File: src/sv/hnps_pkg.sv
// Package for the held-note priority stack.
// Holds field widths, list depth and action codes; no dependencies.
`default_nettype none

package hnps_pkg;

	// Field widths of one transaction.
	localparam int NOTE_W  = 7;
	localparam int COUNT_W = 8;

	// Full depth of the held-note list; distinct MIDI notes cannot exceed it.
	localparam int LIST_DEPTH = 128;

	// Key event codes carried on the action field.
	localparam logic ACT_NOTE_ON  = 1'b0;
	localparam logic ACT_NOTE_OFF = 1'b1;

endpackage : hnps_pkg

`default_nettype wire

File: src/sv/held_note_priority_stack.sv
// Top level of the held-note priority stack (last-note priority note list).
// Depends on hnps_pkg for widths, depth and action codes.
//
// Usage: a key event transaction (action, note) is taken when start is high
// and busy is low. A note-on moves the note to the newest place of the list
// (appending it if absent, dropping the oldest entry when the list is full);
// a note-off removes the note if it is held. Every transaction produces one
// result (held_count, any_held, newest_note), shown for exactly one cycle
// with done high. The receiver cannot stall; the result must be taken then.
//
// The list lives in one synchronous RAM (one write and one read port, read
// data registered). A transaction scans the held entries once to find the
// note, then walks the newer entries down one place to close the gap, then
// appends or reads back the newest entry. Each pass moves one entry per
// cycle through the RAM read port. busy is high from acceptance to done;
// one transaction at a time. Reset empties the list by clearing the count;
// the RAM itself is not cleared.
`default_nettype none

module held_note_priority_stack
	import hnps_pkg::*;
#(
	parameter int MAX_NOTES = LIST_DEPTH
) (
	input  wire logic               clk,
	input  wire logic               arst_n,
	input  wire logic               start,
	output logic                    busy,
	input  wire logic               action,
	input  wire logic [NOTE_W-1:0]  note,
	output logic                    done,
	output logic [COUNT_W-1:0]      held_count,
	output logic                    any_held,
	output logic [NOTE_W-1:0]       newest_note
);

	localparam int AW = (MAX_NOTES > 1) ? $clog2(MAX_NOTES) : 1;
	localparam logic [COUNT_W-1:0] CAP = COUNT_W'(MAX_NOTES);

	typedef enum logic [2:0] {
		S_IDLE,
		S_SEARCH,
		S_DECIDE,
		S_SHIFT,
		S_APPEND,
		S_READ_NEW
	} state_t;

	state_t              state_q;
	logic [COUNT_W-1:0]  cnt_q;
	logic [COUNT_W-1:0]  idx_q;
	logic                act_q;
	logic [NOTE_W-1:0]   note_q;
	logic                found_q;
	logic [AW-1:0]       pos_q;
	logic                rvalid_s1;
	logic [AW-1:0]       raddr_s1;
	logic [NOTE_W-1:0]   rdata_s1;

	// RAM access requests.
	logic                rd_en;
	logic [AW-1:0]       rd_addr;
	logic                wr_en;
	logic [AW-1:0]       wr_addr;
	logic [NOTE_W-1:0]   wr_data;

	logic [NOTE_W-1:0]   note_mem [MAX_NOTES];

	logic                scan_more;
	logic                scan_end;
	logic                hit;

	assign scan_more = (idx_q != cnt_q);
	assign scan_end  = !scan_more && !rvalid_s1;
	assign hit       = rvalid_s1 && (rdata_s1 == note_q);
	assign busy      = (state_q != S_IDLE);

	// Read and write port control. A shift pass writes entry k-1 while it
	// reads entry k+1, so the two ports never touch the same entry.
	always_comb begin
		rd_en   = 1'b0;
		rd_addr = idx_q[AW-1:0];
		wr_en   = 1'b0;
		wr_addr = raddr_s1 - AW'(1);
		wr_data = rdata_s1;
		case (state_q)
			S_SEARCH: begin
				rd_en = scan_more;
			end
			S_SHIFT: begin
				rd_en = scan_more;
				wr_en = rvalid_s1;
			end
			S_APPEND: begin
				if (act_q == ACT_NOTE_ON) begin
					wr_en   = 1'b1;
					wr_addr = cnt_q[AW-1:0];
					wr_data = note_q;
				end else if (cnt_q != '0) begin
					rd_en   = 1'b1;
					rd_addr = AW'(cnt_q - COUNT_W'(1));
				end
			end
			default: begin
			end
		endcase
	end

	// Note list memory with registered read data.
	always_ff @(posedge clk) begin
		if (wr_en) begin
			note_mem[wr_addr] <= wr_data;
		end
		if (rd_en) begin
			rdata_s1 <= note_mem[rd_addr];
		end
	end

	// Sequencer: search, close the gap, then append or read the newest entry.
	always_ff @(posedge clk or negedge arst_n) begin
		if (!arst_n) begin
			state_q     <= S_IDLE;
			cnt_q       <= '0;
			idx_q       <= '0;
			act_q       <= ACT_NOTE_ON;
			note_q      <= '0;
			found_q     <= 1'b0;
			pos_q       <= '0;
			rvalid_s1   <= 1'b0;
			raddr_s1    <= '0;
			done        <= 1'b0;
			held_count  <= '0;
			any_held    <= 1'b0;
			newest_note <= '0;
		end else begin
			rvalid_s1 <= rd_en;
			raddr_s1  <= rd_addr;
			done      <= 1'b0;
			case (state_q)
				S_IDLE: begin
					if (start) begin
						act_q   <= action;
						note_q  <= note;
						found_q <= 1'b0;
						idx_q   <= '0;
						state_q <= S_SEARCH;
					end
				end
				S_SEARCH: begin
					if (scan_more) begin
						idx_q <= idx_q + COUNT_W'(1);
					end
					if (hit) begin
						found_q <= 1'b1;
						pos_q   <= raddr_s1;
					end
					if (scan_end) begin
						state_q <= S_DECIDE;
					end
				end
				S_DECIDE: begin
					// Remove the matching entry, or the oldest one when a new
					// note arrives at a full list.
					if (found_q) begin
						idx_q   <= COUNT_W'(pos_q) + COUNT_W'(1);
						state_q <= S_SHIFT;
					end else if (act_q == ACT_NOTE_ON && cnt_q == CAP) begin
						idx_q   <= COUNT_W'(1);
						state_q <= S_SHIFT;
					end else begin
						state_q <= S_APPEND;
					end
				end
				S_SHIFT: begin
					if (scan_more) begin
						idx_q <= idx_q + COUNT_W'(1);
					end
					if (scan_end) begin
						cnt_q   <= cnt_q - COUNT_W'(1);
						state_q <= S_APPEND;
					end
				end
				S_APPEND: begin
					if (act_q == ACT_NOTE_ON) begin
						cnt_q       <= cnt_q + COUNT_W'(1);
						done        <= 1'b1;
						held_count  <= cnt_q + COUNT_W'(1);
						any_held    <= 1'b1;
						newest_note <= note_q;
						state_q     <= S_IDLE;
					end else if (cnt_q == '0) begin
						done        <= 1'b1;
						held_count  <= '0;
						any_held    <= 1'b0;
						newest_note <= '0;
						state_q     <= S_IDLE;
					end else begin
						state_q <= S_READ_NEW;
					end
				end
				S_READ_NEW: begin
					done        <= 1'b1;
					held_count  <= cnt_q;
					any_held    <= 1'b1;
					newest_note <= rdata_s1;
					state_q     <= S_IDLE;
				end
				default: begin
					state_q <= S_IDLE;
				end
			endcase
		end
	end

	// The list never grows beyond its capacity.
	assert property (@(posedge clk) disable iff (!arst_n) cnt_q <= CAP)
		else $error("held note count exceeds capacity");

	// A result only follows a transaction in progress.
	assert property (@(posedge clk) disable iff (!arst_n) done |-> $past(busy))
		else $error("result strobe without a transaction in progress");

	// Any-held flag agrees with the reported count.
	assert property (@(posedge clk) disable iff (!arst_n)
		done |-> (any_held == (held_count != '0)))
		else $error("any_held disagrees with held_count");

	// An accepted transaction makes the block busy on the next cycle.
	assert property (@(posedge clk) disable iff (!arst_n) (start && !busy) |=> busy)
		else $error("accepted transaction did not start");

endmodule : held_note_priority_stack

`default_nettype wire

File: config.mk
export PLATFORM = sky130hd
export DESIGN_NAME = held_note_priority_stack
export DESIGN_NICKNAME = d
export VERILOG_FILES = /design/src/sv/hnps_pkg.sv /design/src/sv/held_note_priority_stack.sv
export SDC_FILE = /design/constraint.sdc
export NUM_CORES = 1
export LEC_CHECK = 0
export ABC_AREA = 0
export BUFFER_PORTS_ARGS = -buffer_cell sky130_fd_sc_hd__buf_4
export CORE_MARGIN = 1
export CORE_UTILIZATION = 27
export DETAILED_ROUTE_END_ITERATION = 10
export GPL_ROUTABILITY_DRIVEN = 0
export PLACE_DENSITY = 0.43
export SETUP_SLACK_MARGIN = 0.1
export SLEW_MARGIN = 5
export SYNTH_ARGS = -nofsm -noshare
export SYNTH_HDL_FRONTEND = slang
export SYNTH_SLANG_ARGS = --single-unit
File: constraint.sdc
create_clock -name clk -period 3.65 [get_ports clk]
set_input_delay 0.5475 -clock clk [delete_from_list [all_inputs] [get_ports clk]]
set_output_delay 0.5475 -clock clk [all_outputs]
set_load 0.05 [all_outputs]
==> summary.txt <==
Pwr
  • Switching Power: ~0.015 W
  • PwrDens: just over 800 nW/µm²
  • Static Leak: about 18 nW
  • Cell-internal power: approximately 0.027 W
  • Peak supply drop: ~0.50 mV
  • Switching part of the total power: 35.91%
  • Share of power burned in registers: 35.3%
  • Overall power: between 0.04 and 0.05 W
  • Clock power frac: around a quarter
  • Combinational share of power: 38.0%

Yosys
  • YS warnings: 0
  • Number of synthesized flops with an enable pin: between 900 and 1k
  • Synth top area share: 69.63%
  • Synth cell count leaders: 903 x edfxtp_1, 620 x nand2_1, 279 x a21oi_1
  • Mapped Cells: approximately 2.9k
  • Yosys cell types: 56
  • Seq/Total Area, Yosys: between 70% and 80%
  • Netlist Area Pre-Place: 38940 µm²
  • Synth top area cells: edfxtp_1 70%, nand2_1 6.0%, mux2i_1 4.8%, dfrtp_1 3.9%, a21oi_1 3.6%
  • Ys async rst share: ~6.2%
  • Most common cell in the netlist: edfxtp_1
  • Avg Inst Size Synth: about 13 µm²
  • Syn Nets: between 2k and 3k
  • Synthesized flop and latch total: approximately 960
  • Primary FF master, synth: edfxtp_1
  • Cell taking the most area after synthesis: edfxtp_1

Global route
  • Tot GR Track Use: 16.78%
  • Pin count of the biggest net entering global routing: 63
  • First-pass GRT wire length: roughly 180 mm
  • Vias in the first global route: 25.19k
  • Initial antenna violation count: 3
  • GRT overflow: 0

Layout
  • Final nets: ~3.3k
  • Final core utilization: between 30% and 40%
  • Seq. cell area: around 29000 µm²
  • Share of post-route cells with drive strength above 1: about a quarter
  • Area Growth Syn to Fin: 29.78%
  • Filler instances: approximately 14k
  • Area of the multi-input gates: 10940 µm²
  • Post-route cell area: between 50000 and 60000 µm²

Setup path
  • Buffers & Inverters on Critical Path: 9
  • Data required time of the critical path: between 4 and 5 ns
  • Worst EP arrival: approximately 4.3 ns
  • Crit end category: flip-flop
  • Worst path max stage delay: approximately 0.58 ns
  • Critical Path Most Common Cell: buf_12
  • Crit path cell chain: inv_2 > ha_4 > nor3b_1 > buf_4 > a311oi_4 > buf_12 > buf_12 > mux2i_4 > buf_6 > nand2_4 > buf_12 > buf_12 > buf_12 > buf_4 > o22ai_4 > nor3_2 > or4_4 > nor4_1
  • Startpoint types: flip-flop
  • Worst path top cell family by delay: buffers and inverters
  • CP max stage cell: or4_4
  • CP Max Fanout: 7
  • Category of the most critical setup path: flip-flop to flip-flop

Worst hold path
  • Hold Path Class: input port to flip-flop

Timing
  • Slew @ Worst Pin: ~0.91 ns
  • Period utilization: 102.9%
  • Final hold vios: 0
  • Rel. slew slack: 39.34%
  • Hold WS: between 0.06 and 0.07 ns
  • Minimum clock period: around 3.8 ns
  • Max frequency: roughly 0.27 GHz
  • Final setup vio count: 6
  • Fin worst setup slack: -0.1042 ns
  • Setup_tns: -0.3824 ns
  • RSZ-0062 raised after global routing: yes
  • Final setup skew: between 0.04 and 0.05 ns
  • Final Max Tran Viols: 0

Drt
  • Routed Antenna Nets: 0
  • WL final: ~120 mm
  • Post-DR wirelength/cell: roughly 23 µm
  • Via Count: 25.20k
  • DRT Pass-1 Iters: 5
  • Post-route DRC: 0
  • Initial DRC Count: 2025
  • Avg Vias per Cell: between 4 and 5

CTS
  • CTS tree: yes
  • Clk_lat worst skew: 0.73 ns
  • Clk root buf: clkbuf_16
  • Clock tree buffer depth: 3
  • Sink Count: between 900 and 1k
  • Num CTS Buffers: about 110
  • Number of H-tree levels: 3
  • Clock Pin Slew Worst Setup and Hold Paths: roughly 0.060 ns

Die
  • Die area: approximately 150000 µm²
  • Die Wd: 381.8 µm
  • Initial Utilization: between 20% and 30%
  • Io pins: 29
  • Rows: 138
  • Die Span Y: about 380 µm
  • Area of the core: ~140000 µm²

Run
  • Max-cap violations: 0

Place
  • Post-DP HPWL: 78.32 mm
  • IO buf count: 28
  • Post-DP Area: approximately 45000 µm²

Status
  • Status: finished with violations
  • Failing checks: setup timing
==> worst paths after layout <==
path / from / endpoint / slack [ns] / depth (start not counted)
min in group asynchronous: arst_n / note_q[0]$_DFFE_PN0P_ / 0.46 / 2
worst min register to register: held_count[5]$_DFFE_PN0P_ / held_count[5]$_DFFE_PN0P_ / 0.48 / 2
worst max-delay path: cnt_q[0]$_DFFE_PN0P_ / rdata_s1[6]$_DFFE_PP_ / -0.10 / 18
worst max register to register: cnt_q[0]$_DFFE_PN0P_ / rdata_s1[6]$_DFFE_PP_ / -0.10 / 18
max in group asynchronous: arst_n / raddr_s1[6]$_DFF_PN0_ / 2.61 / 2
worst min-delay path: note[1] / note_q[1]$_DFFE_PN0P_ / 0.06 / 2
==> repair_timing <==
action | CTS | global route
cloned | 8 | 4
setup endpoints to repair | 7 | 28
pin swaps | 34 | 39
resized for setup | 166 | 112
hold buffers | 4 | 0
buffers inserted | 21 | 19
hold endpoints to repair | 63 | 0
==> power by group through the flow <==
stage / Sequential (W) / Clock [W] / Combinational (W)
final: 0.0147 / 0.0112 / 0.0159
after global routing: 0.0148 / 0.0118 / 0.0170
after CTS: 0.0147 / 0.0114 / 0.0153
after detailed placement: 0.0150 / 0 / 0.0139
after global placement: 0.0150 / 0 / 0.0139
after floorplan: 0.0153 / 0 / 0.00656
==> cell usage in the layout, fill, tap and decap left out, types with 7 or more instances in the layout <==
| cell type | count |
|---|---|
| or4_4 | 14 |
| xnor2_1 | 17 |
| or3_1 | 10 |
| inv_1 | 15 |
| buf_6 | 12 |
| o21a_1 | 12 |
| nand3_1 | 12 |
| o22ai_2 | 15 |
| nor4_4 | 16 |
| nor4_1 | 25 |
| and3_1 | 7 |
| nor2_1 | 175 |
| a21oi_2 | 27 |
| nor3_1 | 40 |
| a21oi_1 | 248 |
| nand2_1 | 611 |
| o41ai_2 | 10 |
| xor2_1 | 20 |
| a221oi_1 | 8 |
| o22ai_1 | 48 |
| buf_4 | 389 |
| clkinv_1 | 23 |
| nand2_8 | 7 |
| nor3_2 | 12 |
| o21ai_0 | 65 |
| clkbuf_1 | 29 |
| clkinv_2 | 17 |
| o211ai_1 | 19 |
| nand4_1 | 9 |
| dfrtp_1 | 60 |
| mux2i_1 | 172 |
| nor4_2 | 26 |
| buf_16 | 11 |
| buf_12 | 60 |
| mux2i_2 | 11 |
| edfxtp_1 | 903 |
| bufinv_16 | 16 |
| mux2_2 | 12 |
| clkbuf_16 | 114 |
==> worst reg2reg max path, delay by kind of cell, from the launching register on <==
kind                       cells  cell delay (ns)
AOI/OAI and AO/OA              2             0.43
DFF                            1             0.36
buffers and inverters          9             1.24
muxes                          1             0.24
adders and majority gates      1             0.15
and+or+nand+nor                5             1.16
==> sequential cells by signal, summed over array words and instances (netlist names) <==
name and cells:
state_q 3, rdata_s1 7, done 1, cnt_q 8, newest_note 7, found_q 1, idx_q 8, act_q 1
held_count 8, note_q 7, pos_q 7, raddr_s1 7, rvalid_s1 1, note_mem 896, any_held 1
==> cells by family (layout without fill, tap and decap cells) <==
kind of cell | after synthesis | in the layout | synth area share (%)
buf+inv | 188 | 714 | 2.072
other cells | 0 | 1 | 0
compound gates | 504 | 504 | 7.434
xor+xnor | 38 | 38 | 0.8546
fa+ha+maj | 6 | 6 | 0.1928
mux | 200 | 200 | 5.179
flops | 963 | 963 | 73.48
simple gates | 996 | 996 | 10.79
==> per-layer routing <==
layer | up-vias | routed length [µm] | global-route usage [%] | share of wire, %
li1 | 11663 | - | - | -
met3 | 145 | 5097 | 2.403 | 4.1
met4 | 0 | 2561 | 4.459 | 2.1
met2 | 577 | 56920 | 26.20 | 46
met1 | 12815 | 59120 | 24.24 | 48
met5 | - | 0 | 0 | 0
==> cell type report <==
| cell class | count | area share (%) |
|---|---|---|
| diodes | 1 | 0.004951 |
| flip-flops and latches | 963 | 56.62 |
| multi-input cells | 1744 | 21.65 |
| clock buffers | 140 | 5.689 |
| repair buffers | 489 | 9.689 |
| clock inverters | 64 | 1.470 |
| inverters | 21 | 0.1980 |
| well taps | 1890 | 4.679 |
==> metrics by stage <==
| step | instances | setup WS (ns) |
|---|---|---|
| 2_1_floorplan | 2895 | 0.1221 |
| 3_3_place_gp | 5054 | -0.8128 |
| 3_5_place_dp | 5054 | -0.8692 |
| 4_1_cts | 5291 | -0.08175 |
| 5_1_grt | 5312 | -0.2419 |
| 6_report | 5312 | -0.1042 |
No activity file was read; power rests on OpenSTA's default activity.
